**config.mk**
```make
export PLATFORM = sky130hd
export DESIGN_NAME = core_hotplug_load_policy
export DESIGN_NICKNAME = d
export VERILOG_FILES = /design/src/rtl/core/chlp_pkg.sv /design/src/rtl/core/chlp_ctrl.sv /design/src/rtl/core/chlp_dp.sv /design/src/rtl/core/core_hotplug_load_policy.sv
export SDC_FILE = /design/constraint.sdc
export NUM_CORES = 1
export LEC_CHECK = 0
export BUFFER_PORTS_ARGS = -buffer_cell sky130_fd_sc_hd__buf_4
export CAP_MARGIN = 10
export CORE_MARGIN = 10
export CORE_UTILIZATION = 30
export DETAILED_ROUTE_END_ITERATION = 12
export HOLD_SLACK_MARGIN = 0.03
export MAX_ROUTING_LAYER = met4
export PLACE_DENSITY_LB_ADDON = 0.15
export SYNTH_ARGS = -nofsm -noshare
export SYNTH_HDL_FRONTEND = slang
export SYNTH_HIERARCHICAL = 1
export SYNTH_SLANG_ARGS = --single-unit
```
**constraint.sdc**
```tcl
create_clock -name clk -period 5.92 [get_ports clk]
set_clock_uncertainty 0.15 [all_clocks]
set_input_delay 1.184 -clock clk [delete_from_list [all_inputs] [get_ports clk]]
set_output_delay 1.184 -clock clk [all_outputs]
set_load 0.1 [all_outputs]
```
**src/rtl/core/chlp_pkg.sv**
```systemverilog
// ----------------------------------------------------------------------------
// chlp_pkg
// Shared types and constants for the core hotplug load policy block.
// ----------------------------------------------------------------------------
package chlp_pkg;

  // Ring of load samples and core count limits.
  localparam int unsigned RING_DEPTH = 10;
  localparam int unsigned MAX_CORES  = 8;

  // Field widths.
  localparam int unsigned CORE_W  = 4;
  localparam int unsigned RUN_W   = 8;
  localparam int unsigned LOAD_W  = 15;
  localparam int unsigned BASE_W  = 10;
  localparam int unsigned DELAY_W = 16;
  localparam int unsigned CFG_W   = 10;
  localparam int unsigned IDX_W   = 3;
  localparam int unsigned SQ_W    = 2 * CORE_W;
  localparam int unsigned DPROD_W = BASE_W + SQ_W;
  localparam int unsigned THR_W   = 16;

  // Ring indexing and sum width.
  localparam int unsigned POS_W = $clog2(RING_DEPTH);
  localparam int unsigned SUM_W = LOAD_W + $clog2(RING_DEPTH);

  // Average by reciprocal multiply: exact for every sum below 2**SUM_W.
  localparam int unsigned DIV_SH  = SUM_W + $clog2(RING_DEPTH);
  localparam int unsigned RECIP_W = SUM_W + 2;
  localparam int unsigned PROD_W  = SUM_W + RECIP_W;
  localparam logic [RECIP_W-1:0] RECIP =
    RECIP_W'(((64'd1 << DIV_SH) + 64'(RING_DEPTH) - 64'd1) / 64'(RING_DEPTH));

  // Scale factors and thresholds.
  localparam logic [LOAD_W-1:0] LOAD_SCALE    = LOAD_W'(100);
  localparam logic [THR_W-1:0]  ALL_PER_CORE  = THR_W'(100);
  localparam logic [THR_W-1:0]  UP_PER_CORE   = THR_W'(300);
  localparam logic [THR_W-1:0]  DOWN_PER_CORE = THR_W'(60);
  localparam logic [CORE_W-1:0] BOOST_SINGLE_BELOW = CORE_W'(2);
  localparam logic [CORE_W-1:0] MAX_CORES_C = CORE_W'(MAX_CORES);
  localparam logic [DELAY_W-1:0] DELAY_SAT  = {DELAY_W{1'b1}};

  // Input command codes.
  localparam logic [1:0] CMD_SAMPLE  = 2'd0;
  localparam logic [1:0] CMD_BOOST   = 2'd1;
  localparam logic [1:0] CMD_UNPAUSE = 2'd2;

  // Register indexes.
  localparam logic [IDX_W-1:0] REG_ENABLE  = 3'd0;
  localparam logic [IDX_W-1:0] REG_MIN     = 3'd1;
  localparam logic [IDX_W-1:0] REG_MAX     = 3'd2;
  localparam logic [IDX_W-1:0] REG_PRESENT = 3'd3;
  localparam logic [IDX_W-1:0] REG_BASE    = 3'd4;

  // Hotplug action codes.
  typedef enum logic [1:0] {
    ACT_NONE    = 2'd0,
    ACT_ALL     = 2'd1,
    ACT_ONE     = 2'd2,
    ACT_OFF     = 2'd3
  } chlp_action_t;

  // Configuration register set.
  typedef struct packed {
    logic              enable;
    logic [CORE_W-1:0] min_cores;
    logic [CORE_W-1:0] max_cores;
    logic [CORE_W-1:0] present_cores;
    logic [BASE_W-1:0] base_period;
  } chlp_cfg_t;

  // Controller to datapath commands.
  typedef struct packed {
    logic load;
    logic sum_step;
    logic mul;
    logic commit;
  } chlp_cmd_t;

  // Datapath to controller status.
  typedef struct packed {
    logic is_sample;
    logic sum_last;
  } chlp_sts_t;

endpackage

```
**src/rtl/core/chlp_ctrl.sv**
```systemverilog
// ----------------------------------------------------------------------------
// chlp_ctrl
// Sequencer for one event: accept, then ring sum and average multiply for a sample, then decision.
// ----------------------------------------------------------------------------
module chlp_ctrl import chlp_pkg::*; (
  input  logic      clk,
  input  logic      rst_n,
  input  logic      in_valid,
  output logic      in_stall,
  output logic      out_valid,
  input  logic      out_stall,
  input  chlp_sts_t sts,
  output chlp_cmd_t cmd
);

  typedef enum logic [3:0] {
    ST_IDLE   = 4'b0001,
    ST_SUM    = 4'b0010,
    ST_MUL    = 4'b0100,
    ST_DECIDE = 4'b1000
  } chlp_state_t;

  chlp_state_t state_r, state_nxt;
  logic        out_valid_r, out_valid_nxt;
  logic        out_free;

  // The result register can take a new beat when empty or being drained.
  assign out_free = !out_valid_r || !out_stall;

  assign in_stall  = (state_r != ST_IDLE);
  assign out_valid = out_valid_r;

  // Commands to the datapath.
  always_comb begin
    cmd          = '0;
    cmd.load     = (state_r == ST_IDLE) && in_valid;
    cmd.sum_step = (state_r == ST_SUM);
    cmd.mul      = (state_r == ST_MUL);
    cmd.commit   = (state_r == ST_DECIDE) && out_free;
  end

  // Next state.
  always_comb begin
    state_nxt = state_r;
    unique case (state_r)
      ST_IDLE: begin
        if (in_valid) begin
          state_nxt = sts.is_sample ? ST_SUM : ST_DECIDE;
        end
      end
      ST_SUM: begin
        if (sts.sum_last) begin
          state_nxt = ST_MUL;
        end
      end
      ST_MUL: begin
        state_nxt = ST_DECIDE;
      end
      ST_DECIDE: begin
        if (out_free) begin
          state_nxt = ST_IDLE;
        end
      end
      default: begin
        state_nxt = ST_IDLE;
      end
    endcase
  end

  // Result beat valid.
  always_comb begin
    out_valid_nxt = out_valid_r && out_stall;
    if (cmd.commit) begin
      out_valid_nxt = 1'b1;
    end
  end

  always_ff @(posedge clk) begin
    if (!rst_n) begin
      state_r     <= ST_IDLE;
      out_valid_r <= 1'b0;
    end else begin
      state_r     <= state_nxt;
      out_valid_r <= out_valid_nxt;
    end
  end

endmodule

```
**src/rtl/core/chlp_dp.sv**
```systemverilog
// ----------------------------------------------------------------------------
// chlp_dp
// Load ring, running sum, average, threshold decision and result register.
// ----------------------------------------------------------------------------
module chlp_dp import chlp_pkg::*; (
  input  logic                 clk,
  input  logic                 rst_n,
  input  chlp_cfg_t            cfg,
  input  logic                 enable_rise,
  input  chlp_cmd_t            cmd,
  output chlp_sts_t            sts,
  input  logic [1:0]           in_command,
  input  logic [RUN_W-1:0]     in_run_count,
  input  logic [CORE_W-1:0]    in_cores_online,
  input  logic                 in_offline_pending,
  input  logic                 in_suspended,
  output logic [1:0]           out_action,
  output logic                 out_cancel_offline,
  output logic                 out_start_unpause,
  output logic                 out_reschedule,
  output logic [DELAY_W-1:0]   out_next_delay,
  output logic [LOAD_W-1:0]    out_average_load,
  output logic                 out_paused_now,
  output logic                 out_boost_now
);

  // Ring storage and position.
  logic [LOAD_W-1:0] ring_r [RING_DEPTH];
  logic [POS_W-1:0]  pos_r, pos_nxt;
  logic [POS_W-1:0]  idx_r, idx_nxt;
  logic [SUM_W-1:0]  sum_r, sum_nxt;
  logic [PROD_W-1:0] prod_r;
  logic [DPROD_W-1:0] dprod_r;

  // Latched event.
  logic [1:0]        command_r;
  logic [CORE_W-1:0] online_r;
  logic              pending_r;
  logic              susp_r;
  logic              sample_r;
  logic [SQ_W-1:0]   sq_r;

  // Policy flags.
  logic paused_r, paused_nxt;
  logic boost_r, boost_nxt;

  // Result register.
  chlp_action_t       action_r, action_nxt;
  logic               cancel_r, cancel_nxt;
  logic               unpause_r, unpause_nxt;
  logic               resched_r, resched_nxt;
  logic [DELAY_W-1:0] delay_r, delay_nxt;
  logic [LOAD_W-1:0]  avg_r, avg_nxt;

  // Decision helpers.
  logic [LOAD_W-1:0]  avg;
  logic [THR_W-1:0]   avg_w;
  logic [CORE_W-1:0]  present;
  logic [THR_W-1:0]   thr_all, thr_up, thr_down;
  logic [DELAY_W-1:0] delay_sat;
  logic               room;
  logic               take_sample;

  assign take_sample = (in_command == CMD_SAMPLE) && cfg.enable;

  assign sts.is_sample = take_sample;
  assign sts.sum_last  = (idx_r == POS_W'(RING_DEPTH - 1));

  // Ring write position and sum index.
  always_comb begin
    pos_nxt = pos_r;
    if (cmd.load && take_sample) begin
      pos_nxt = (pos_r == POS_W'(RING_DEPTH - 1)) ? '0 : pos_r + POS_W'(1);
    end
  end

  always_comb begin
    idx_nxt = idx_r;
    sum_nxt = sum_r;
    if (cmd.load) begin
      idx_nxt = '0;
      sum_nxt = '0;
    end else if (cmd.sum_step) begin
      idx_nxt = idx_r + POS_W'(1);
      sum_nxt = sum_r + SUM_W'(ring_r[idx_r]);
    end
  end

  always_ff @(posedge clk) begin
    if (!rst_n) begin
      pos_r <= '0;
    end else begin
      pos_r <= pos_nxt;
    end
  end

  // Ring contents; reset clears every entry.
  always_ff @(posedge clk) begin
    if (!rst_n) begin
      for (int i = 0; i < RING_DEPTH; i++) begin
        ring_r[i] <= '0;
      end
    end else if (cmd.load && take_sample) begin
      ring_r[pos_r] <= LOAD_W'(in_run_count) * LOAD_SCALE;
    end
  end

  // Event latch, running sum and the two products.
  always_ff @(posedge clk) begin
    idx_r <= idx_nxt;
    sum_r <= sum_nxt;
    if (cmd.load) begin
      command_r <= in_command;
      online_r  <= in_cores_online;
      pending_r <= in_offline_pending;
      susp_r    <= in_suspended;
      sample_r  <= take_sample;
      sq_r      <= SQ_W'(in_cores_online) * SQ_W'(in_cores_online);
    end
    if (cmd.mul) begin
      prod_r  <= PROD_W'(sum_r) * PROD_W'(RECIP);
      dprod_r <= DPROD_W'(cfg.base_period) * DPROD_W'(sq_r);
    end
  end

  // Average, scaled thresholds and the saturated long delay.
  assign avg     = prod_r[DIV_SH +: LOAD_W];
  assign avg_w   = THR_W'(avg);
  assign present = (cfg.present_cores > MAX_CORES_C) ? MAX_CORES_C : cfg.present_cores;
  assign thr_all  = THR_W'(present) * ALL_PER_CORE;
  assign thr_up   = THR_W'(online_r) * UP_PER_CORE;
  assign thr_down = THR_W'(online_r) * DOWN_PER_CORE;
  assign room     = (cfg.max_cores > online_r);
  assign delay_sat = (dprod_r > DPROD_W'(DELAY_SAT)) ? DELAY_SAT : DELAY_W'(dprod_r);

  // Policy decision for the latched event.
  always_comb begin
    paused_nxt  = paused_r;
    boost_nxt   = boost_r;
    action_nxt  = ACT_NONE;
    cancel_nxt  = 1'b0;
    unpause_nxt = 1'b0;
    resched_nxt = 1'b0;
    delay_nxt   = '0;
    avg_nxt     = '0;
    if (sample_r) begin
      avg_nxt = avg;
      priority if (avg_w >= thr_all && online_r < present && room) begin
        paused_nxt = 1'b1;
        cancel_nxt = pending_r;
        action_nxt = ACT_ALL;
      end else if (paused_r) begin
        resched_nxt = 1'b1;
        delay_nxt   = DELAY_W'(cfg.base_period);
      end else if (avg_w >= thr_up && online_r < present && room) begin
        cancel_nxt = pending_r;
        action_nxt = ACT_ONE;
      end else begin
        if (avg_w <= thr_down && cfg.min_cores < online_r) begin
          if (!pending_r) begin
            action_nxt = ACT_OFF;
          end
          boost_nxt = 1'b0;
        end
        resched_nxt = 1'b1;
        delay_nxt   = delay_sat;
      end
    end else if (command_r == CMD_BOOST) begin
      if (cfg.enable && !susp_r && !boost_r && room) begin
        boost_nxt = 1'b1;
        if (online_r < BOOST_SINGLE_BELOW) begin
          cancel_nxt  = 1'b1;
          paused_nxt  = 1'b1;
          action_nxt  = ACT_ONE;
          unpause_nxt = 1'b1;
        end else if (pending_r) begin
          cancel_nxt  = 1'b1;
          paused_nxt  = 1'b1;
          unpause_nxt = 1'b1;
          resched_nxt = 1'b1;
          delay_nxt   = DELAY_W'(cfg.base_period);
        end
      end
    end else if (command_r == CMD_UNPAUSE) begin
      paused_nxt = 1'b0;
    end
  end

  // Flags move only when a result is committed or enable is switched on.
  always_ff @(posedge clk) begin
    if (!rst_n) begin
      paused_r <= 1'b1;
      boost_r  <= 1'b0;
    end else if (enable_rise) begin
      paused_r <= 1'b0;
    end else if (cmd.commit) begin
      paused_r <= paused_nxt;
      boost_r  <= boost_nxt;
    end
  end

  // Result register.
  always_ff @(posedge clk) begin
    if (cmd.commit) begin
      action_r  <= action_nxt;
      cancel_r  <= cancel_nxt;
      unpause_r <= unpause_nxt;
      resched_r <= resched_nxt;
      delay_r   <= delay_nxt;
      avg_r     <= avg_nxt;
    end
  end

  always_ff @(posedge clk) begin
    if (cmd.commit) begin
      out_paused_now <= paused_nxt;
      out_boost_now  <= boost_nxt;
    end
  end

  assign out_action         = action_r;
  assign out_cancel_offline = cancel_r;
  assign out_start_unpause  = unpause_r;
  assign out_reschedule     = resched_r;
  assign out_next_delay     = delay_r;
  assign out_average_load   = avg_r;

endmodule

```
**src/rtl/core/core_hotplug_load_policy.sv**
```systemverilog
// ----------------------------------------------------------------------------
// core_hotplug_load_policy
// Load-driven core hotplug decision block: top level with register file.
// ----------------------------------------------------------------------------
// One event is taken at a time and gives one result beat. An enabled load
// sample passes from acceptance through ST_SUM, ST_MUL and ST_DECIDE before
// the next acceptance: the RING_DEPTH entries are summed one entry per
// cycle through a single adder, then ST_MUL multiplies the sum by the
// reciprocal of the ring depth and ST_DECIDE makes the decision. Boost
// pulses, unpause ticks, unused commands and samples while disabled go
// straight to ST_DECIDE. The result sits in an output register, so the next event is
// accepted while a finished beat is still stalled, unless a second result
// is ready before the first has been taken.
module core_hotplug_load_policy import chlp_pkg::*; (
  input  logic                 clk,
  input  logic                 rst_n,
  // Configuration write port.
  input  logic                 cfg_we,
  input  logic [IDX_W-1:0]     cfg_index,
  input  logic [CFG_W-1:0]     cfg_wdata,
  // Event channel.
  input  logic                 in_valid,
  output logic                 in_stall,
  input  logic [1:0]           in_command,
  input  logic [RUN_W-1:0]     in_run_count,
  input  logic [CORE_W-1:0]    in_cores_online,
  input  logic                 in_offline_pending,
  input  logic                 in_suspended,
  // Result channel.
  output logic                 out_valid,
  input  logic                 out_stall,
  output logic [1:0]           out_action,
  output logic                 out_cancel_offline,
  output logic                 out_start_unpause,
  output logic                 out_reschedule,
  output logic [DELAY_W-1:0]   out_next_delay,
  output logic [LOAD_W-1:0]    out_average_load,
  output logic                 out_paused_now,
  output logic                 out_boost_now
);

  chlp_cfg_t cfg_r, cfg_nxt;
  logic      enable_rise;
  chlp_cmd_t cmd;
  chlp_sts_t sts;

  // Register writes; indexes past the list are ignored.
  always_comb begin
    cfg_nxt = cfg_r;
    if (cfg_we) begin
      unique case (cfg_index)
        REG_ENABLE:  cfg_nxt.enable        = cfg_wdata[0];
        REG_MIN:     cfg_nxt.min_cores     = cfg_wdata[CORE_W-1:0];
        REG_MAX:     cfg_nxt.max_cores     = cfg_wdata[CORE_W-1:0];
        REG_PRESENT: cfg_nxt.present_cores = cfg_wdata[CORE_W-1:0];
        REG_BASE:    cfg_nxt.base_period   = cfg_wdata[BASE_W-1:0];
        default:     cfg_nxt = cfg_r;
      endcase
    end
  end

  // Switching the policy on clears the paused flag.
  assign enable_rise = cfg_we && (cfg_index == REG_ENABLE) && cfg_wdata[0] && !cfg_r.enable;

  always_ff @(posedge clk) begin
    if (!rst_n) begin
      cfg_r.enable        <= 1'b0;
      cfg_r.min_cores     <= CORE_W'(2);
      cfg_r.max_cores     <= CORE_W'(2);
      cfg_r.present_cores <= CORE_W'(4);
      cfg_r.base_period   <= '0;
    end else begin
      cfg_r <= cfg_nxt;
    end
  end

  chlp_ctrl u_ctrl (
    .clk       (clk),
    .rst_n     (rst_n),
    .in_valid  (in_valid),
    .in_stall  (in_stall),
    .out_valid (out_valid),
    .out_stall (out_stall),
    .sts       (sts),
    .cmd       (cmd)
  );

  chlp_dp u_dp (
    .clk                (clk),
    .rst_n              (rst_n),
    .cfg                (cfg_r),
    .enable_rise        (enable_rise),
    .cmd                (cmd),
    .sts                (sts),
    .in_command         (in_command),
    .in_run_count       (in_run_count),
    .in_cores_online    (in_cores_online),
    .in_offline_pending (in_offline_pending),
    .in_suspended       (in_suspended),
    .out_action         (out_action),
    .out_cancel_offline (out_cancel_offline),
    .out_start_unpause  (out_start_unpause),
    .out_reschedule     (out_reschedule),
    .out_next_delay     (out_next_delay),
    .out_average_load   (out_average_load),
    .out_paused_now     (out_paused_now),
    .out_boost_now      (out_boost_now)
  );

endmodule
```
==> impl_metrics.py, run 1 <==
metrics = {
    "outcome": {
        "status": "complete, no violations",
    },
    "clock_tree": {
        "ctsLongestPathBuffers": 3,
        "cts_max_level": 2,
        "clk_latency_ps": 580,
        "cts.clk_slew.worst_paths_ps": 60,
        "cts_buffers": 42,
        "cts_tree": "done",
        "ctsHoldBuffers": 0,
        "clockRootBuffer": "clkbuf_16",
        "clock-sinks": 353,
    },
    "logic_synthesis": {
        "synth.area.top_cells": "edfxtp_1 (37%), ha_1 (15%), fa_1 (11%), mux4_2 (6.1%), dfxtp_1 (4.9%)",
        "synthFlopType": "edfxtp_1",
        "netlist_area_um2": 24080,
        "yosys_warnings": 6,
        "synth_edf_count": 294,
        "netlist_instances": 2031,
        "synthArstFlopShare": 0,
        "synth_top_area_frac": 0.3666,
        "ys_seq_area_frac": 0.4156,
        "synth.largest_area_cell": "edfxtp_1",
        "ys_types": 86,
        "syn_nets": 2484,
        "avgSynthCellArea_um2": 11.86,
        "ys_ff_latch": 353,
    },
    "routing": {
        "drt_iter0_markers": 629,
        "vias": 15240,
        "viasPerCell": 4.701,
        "routedWlPerCell_um": 19.21,
        "drt_pre_antenna_iters": 4,
        "antenna_left": 0,
        "drt-total-wl_mm": 62.30,
        "drcViolationCount": 0,
    },
    "floorplan": {
        "dieArea_um2": 92010,
        "fp.dieW_um": 303.3,
        "ioPinCount": 74,
        "rows": 103,
        "die_h_um": 303.3,
        "initial_utilization": 0.3039,
        "core_um2": 79260,
    },
    "power_and_ir_drop": {
        "cellLeakagePower_nw": 11.67,
        "ir_worst_vdd_uv": 184.1,
        "powerDensity_nw_per_um2": 210.2,
        "design_power_total_mw": 5.853,
    },
    "setup_path": {
        "cp_slowest_cell": "fa_1",
        "critPathBufInv": 4,
        "required_ps": 6080,
        "crit_arrival_ps": 5860,
        "crit_family": "adder cells",
        "path_max_fanout": 3,
        "r2r_cells": 19,
        "path_cells": "ha_1, ha_4, fa_1, inv_1, fa_1, inv_1, fa_1, inv_1, fa_1, inv_1, ha_1, nand3_2, a2111oi_4, a221oi_4, a211oi_2, nor2_2, o211a_1, or2_2, xnor2_1",
        "critPathKind": "register to register",
        "critPathLaunchType": "register",
        "slowest_delay_ps": 550,
        "r2r_setup_slack_ps": 210,
        "end_kind": "register",
        "cp.depth": 19,
    },
    "global_routing": {
        "grt_usage": 0.1417,
        "grt_max_degree": 44,
        "antenna_found_initial": 1,
        "busiest_layer": "met2",
        "grt_pass1_wl_mm": 97.99,
        "grt_overflow": 0,
        "grt_util_met1": 0.1750,
        "met2_usage": 0.2436,
        "grt_pass1_vias": 16310,
        "grtUsageMet3": 0.01890,
    },
    "sta": {
        "slew_headroom": 0.2213,
        "hold_viol": 0,
        "period_minus_slack_ps": 5705,
        "fmax_mhz": 175.3,
        "slew_violations": 0,
        "hold_slack_ps": 327.7,
        "worst_slew_pin_slew_ps": 1157,
        "post-route-period-util": 0.9637,
        "finalSetupViolations": 0,
    },
    "run": {
        "maxCapViolCount": 0,
    },
    "finish": {
        "multi_input_area_um2": 12980,
        "n_fill_cell": 7807,
        "fin_area_um2": 27840,
        "nets": 2610,
        "regArea_um2": 10020,
        "area_delta_synth_final_pct": 15.61,
        "layout-drive-gt1-share": 0.1584,
        "final_util": 0.3513,
    },
    "place": {
        "gp_congestion": 0.8481,
        "dp_hpwl_mm": 48.03,
        "dpl_cell_area_um2": 26260,
        "placement.io_buffers": 73,
    },
    "hold_path": {
        "hold_path.class": "register to register",
        "holdPathStages": 2,
    },
}
==> sequential cells by signal, indices dropped and copies added (netlist names), 2 cells and up, named ones only <==
signal,cells
u_dp/dprod_r,18
u_dp/online_r,4
u_dp/out_action,2
u_dp/ring_r,208
u_dp/prod_r,15
u_dp/command_r,2
u_dp/sq_r,6
u_dp/pos_r,4
u_dp/out_average_load,15
u_dp/out_next_delay,16
u_dp/idx_r,4
u_dp/sum_r,17
cfg_r,23
u_ctrl/state_r,4
==> through the flow <==
| step | cells | setup TNS [ps] | setup WS, ps |
|---|---|---|---|
| 6_report | 3242 | 0 | 214.8 |
| 5_1_grt | 3241 | -53.27 | -31.39 |
| 4_1_cts | 3237 | 0 | 13.22 |
| 3_5_place_dp | 3159 | -387.8 | -134.4 |
| 3_3_place_gp | 3159 | -237.6 | -120.4 |
| 2_1_floorplan | 2031 | 0 | 140.9 |
==> where the power goes <==
part / internal, mW / switching (mW) / leakage [nW]
combinational: 0.233 / 0.353 / 7.90
sequential: 2.73 / 0.0411 / 3.11
clock: 1.43 / 1.06 / 0.662
total: 4.40 / 1.45 / 11.7
==> per-layer routing <==
layer	vias up	wire length [µm]
met1	7592	27600
met4	0	1277
met3	64	2043
met2	246	31370
met5	-	0
li1	7340	-
==> cell families after synthesis <==
| logic type | Yosys count | share of synthesized area |
|---|---|---|
| simple gates | 549 | 0.1150 |
| fa+ha+maj | 419 | 0.2598 |
| flops | 353 | 0.4156 |
| buf+inv | 350 | 0.05559 |
| compound gates | 205 | 0.05886 |
| mux | 94 | 0.07294 |
| xor+xnor | 61 | 0.02218 |
==> cell type report <==
cell class / instances / area share
inverter: 289 / 0.03896
timing repair buffer: 143 / 0.03959
clock buffer: 57 / 0.04161
clock inverter: 21 / 0.006471
tap: 1050 / 0.04719
multi-input combinational: 1328 / 0.4661
sequential: 353 / 0.3600
antenna: 1 / 0.00008988
==> Yosys cell counts, types with 5 or more instances <==
master,number
or2_2,10
or3_1,7
nor4b_1,6
and3_1,7
a21oi_1,56
nor4_1,8
nand4_1,9
mux2i_1,27
a21boi_0,8
nor2b_1,34
and2_1,79
a211oi_1,9
o21a_1,8
a21o_1,21
o2bb2ai_1,11
nor3b_1,6
xor2_1,20
nand2b_1,13
edfxtp_1,294
ha_1,284
nand3_1,28
buf_2,8
mux4_2,65
nor3_1,23
a31oi_1,10
o31ai_1,5
clkbuf_1,46
nor2_1,179
inv_1,289
o21ai_0,32
dfxtp_1,59
nand2_1,111
xnor2_1,41
fa_1,135
==> path summary, 6_finish.rpt <==
| kind | startpoint | end |
|---|---|---|
| setup reg to reg | u_dp/sum_r[5]$_SDFFE_PP0P_ | u_dp/prod_r[35]$_DFFE_PP_ |
| hold / removal | cfg_r[17]$_SDFFE_PN0P_ | cfg_r[17]$_SDFFE_PN0P_ |
| setup / recovery | u_dp/sum_r[5]$_SDFFE_PP0P_ | u_dp/prod_r[35]$_DFFE_PP_ |
| hold reg to reg | cfg_r[17]$_SDFFE_PN0P_ | cfg_r[17]$_SDFFE_PN0P_ |
==> worst reg2reg max path, stage by stage (launching register included) <==
cell	delay, ps
dfxtp_2	340
ha_1	360
ha_4	250
fa_1	550
inv_1	90
fa_1	540
inv_1	60
fa_1	520
inv_1	50
fa_1	520
inv_1	40
ha_1	300
nand3_2	90
a2111oi_4	360
a221oi_4	130
a211oi_2	280
nor2_2	110
o211a_1	260
or2_2	310
xnor2_1	130
==> repair_timing <==
action                     CTS  global route
gates resized for setup      8            29
setup endpoints to repair    7            10
pin swaps                    6            18
buffers inserted             0             4
hold endpoints to repair     0             0
==> layout by cell type, fill, tap and decap left out, types with 9 or more instances in the layout <==
cell / n
a21o_1: 21
a21oi_1: 55
a31oi_1: 10
and2_1: 78
buf_4: 140
clkbuf_1: 11
clkbuf_16: 43
clkinv_2: 10
dfxtp_1: 51
edfxtp_1: 294
fa_1: 133
ha_1: 275
inv_1: 288
mux2i_1: 27
mux4_2: 65
nand2_1: 111
nand2b_1: 13
nand3_1: 27
nand4_1: 9
nor2_1: 172
nor2b_1: 34
nor3_1: 22
o21ai_0: 30
o2bb2ai_1: 11
or2_2: 10
xnor2_1: 41
xor2_1: 19
Power figures use the tool's default switching activity.
==> run 2: changes to the inputs <==
- PLACE_DENSITY: not set -> 0.56
- PLACE_DENSITY_LB_ADDON: 0.15 -> not set
==> run 2 against run 1 <==
Effect of this change:
- utilization is 0.10 points lower
- maximum frequency is 1.2% lower
- sequential power hardly changed
- wire length is 6.6% lower
- critical endpoint unchanged
- largest cell class unchanged
==> impl_metrics.py, run 2 (same netlist as run 1, synthesis figures left out) <==
metrics = {
    "global_routing": {
        "grt_overflow": 0,
        "grt_pass1_vias": 16150,
        "grt_max_degree": 47,
        "grt_pass1_wl_mm": 91.33,
        "antenna_found_initial": 0,
        "grt_usage": 0.1298,
    },
    "finish": {
        "final_common_cell": "edfxtp_1",
        "n_fill_cell": 7729,
        "nets": 2592,
        "area_delta_synth_final_pct": 15.26,
        "top_regs": "u_dp/ring_r (208), cfg_r (23), u_dp/dprod_r (18)",
        "final_cell_mix": "edfxtp_1 (294), inv_1 (287), ha_1 (279)",
        "fin_cells": 3222,
        "n_antenna_cell": 0,
        "layout-drive-gt1-share": 0.1515,
        "largest_reg_flops": 208,
        "top_register": "u_dp/ring_r",
    },
    "sta": {
        "slew_headroom": 0.2667,
        "worst_slew_pin_slew_ps": 1085,
        "period_minus_slack_ps": 5775,
        "slew_violations": 0,
        "fmax_mhz": 173.2,
        "finalSetupViolations": 0,
        "hold_slack_ps": 308.5,
        "post-route-period-util": 0.9755,
        "hold_viol": 0,
    },
    "power_and_ir_drop": {
        "clkPwrFrac": 0.442,
        "p_comb_frac": 0.097,
        "power_frac_seq": 0.461,
        "switching_power_mw": 1.478,
        "ir_worst_vdd_uv": 181.2,
        "design_power_total_mw": 6.025,
        "powerDensity_nw_per_um2": 217.0,
        "swShare": 0.2452,
        "power.internal_mw": 4.547,
        "cellLeakagePower_nw": 11.63,
    },
    "setup_path": {
        "path_max_fanout": 3,
        "critPathLaunchType": "register",
        "crit_arrival_ps": 5950,
        "end_kind": "register",
        "required_ps": 6100,
        "critPathKind": "register to register",
    },
    "clock_tree": {
        "ctsLongestPathBuffers": 3,
        "cts_buffers": 41,
        "clockRootBuffer": "clkbuf_16",
        "ctsHoldBuffers": 0,
        "cts.clk_slew.worst_paths_ps": 60,
        "cts_max_level": 2,
        "clk_latency_ps": 580,
        "cts_tree": "done",
        "clock-sinks": 353,
    },
    "floorplan": {
        "initial_utilization": 0.3039,
        "rows": 103,
        "core_um2": 79260,
        "dieArea_um2": 92010,
        "ioPinCount": 74,
        "fp.dieW_um": 303.3,
        "die_h_um": 303.3,
    },
    "routing": {
        "routedWlPerCell_um": 18.05,
        "antenna_left": 0,
        "drt_pre_antenna_iters": 5,
        "drt-total-wl_mm": 58.17,
        "drcViolationCount": 0,
        "drt_iter0_markers": 860,
        "vias": 15360,
        "viasPerCell": 4.768,
    },
    "run": {
        "maxCapViolCount": 0,
    },
    "place": {
        "dp_cells": 3144,
        "gp_congestion": 0.8616,
        "placement.io_buffers": 73,
        "dp_hpwl_mm": 43.78,
    },
    "hold_path": {
        "hold_path.class": "register to register",
    },
    "outcome": {
        "status": "complete, no violations",
    },
}
run 2: cell types whose count changed in the layout (fill, tap and decap cells not counted), moves of 3 or more:
cell       previous run  this run
buf_4               140       125
clkbuf_1             11         6
ha_4                  8         3
clkbuf_8              3         7
ha_1                275       279
bufinv_16             1         4
clkinv_2             10         7
clkinv_4              3         0
run 2: timing repair:
action / 4_1_cts / 5_1_grt
setup buffers: 0 / 2
endpoints found under the setup margin: 6 / 11
pin swaps: 4 / 19
endpoints found under the hold margin: 0 / 0
resized for setup: 6 / 31
run 2: stage by stage:
stage / cell area (µm²) / setup slack [ps] / TNS, ps / util
6_report: 27760 / 145.1 / 0 / 0.3502
5_1_grt: 27760 / -49.47 / -55.45 / 0.3502
4_1_cts: 27590 / 15.44 / 0 / 0.3481
3_5_place_dp: 26120 / -146.7 / -416.7 / 0.3296
3_3_place_gp: 26120 / -118.2 / -222.5 / 0.3296
2_1_floorplan: 24080 / 140.9 / 0 / -
run 2: final cells by class:
class,instances,area [µm²],share of cell area
clock inverters,21,262.8,0.009465
multi-input cells,1328,12960,0.4668
well taps,1050,1314,0.04733
flip-flops and latches,353,10020,0.3609
repair buffers,126,949.7,0.03421
inverters,289,1085,0.03908
clock buffers,55,1170,0.04214
run 2: path summary, 6_finish.rpt:
check / start / cells past startpoint / slack, ps / end
max: u_dp/sum_r[8]$_SDFFE_PP0P_ / 21 / 150 / u_dp/prod_r[35]$_DFFE_PP_
min: cfg_r[18]$_SDFFE_PN0P_ / 2 / 310 / cfg_r[18]$_SDFFE_PN0P_
max reg2reg: u_dp/sum_r[8]$_SDFFE_PP0P_ / 21 / 150 / u_dp/prod_r[35]$_DFFE_PP_
min reg2reg: cfg_r[18]$_SDFFE_PN0P_ / 2 / 310 / cfg_r[18]$_SDFFE_PN0P_
run 2: worst max-delay path, cell delays in order (launching register included):
cell	delay (ps)
dfxtp_2	340
inv_1	50
ha_1	320
fa_1	470
buf_4	160
fa_1	520
inv_2	50
fa_1	530
inv_1	50
fa_1	460
fa_1	560
inv_2	50
ha_4	260
a21o_1	100
a21o_1	160
a2111oi_4	80
buf_4	150
o31ai_4	300
nor2_4	70
o211a_1	260
or2_2	310
xnor2_1	120
run 2: per-layer routing:
metal | share of wire | wire (µm) | track usage | up-vias
li1 | - | - | - | 7291
met1 | 0.43 | 25240 | 0.1608 | 7664
met2 | 0.50 | 29170 | 0.2228 | 333
met3 | 0.048 | 2791 | 0.01947 | 74
met4 | 0.017 | 965 | 0.02743 | 0
met5 | 0 | 0 | - | -
run 2: power groups by stage:
stage	logic [mW]	registers, mW	clock network [mW]
3_3_place_gp	0.570	2.83	0
2_1_floorplan	0.384	2.84	0
5_1_grt	0.658	2.78	2.84
4_1_cts	0.591	2.78	2.73
3_5_place_dp	0.586	2.83	0
6_report	0.584	2.78	2.66
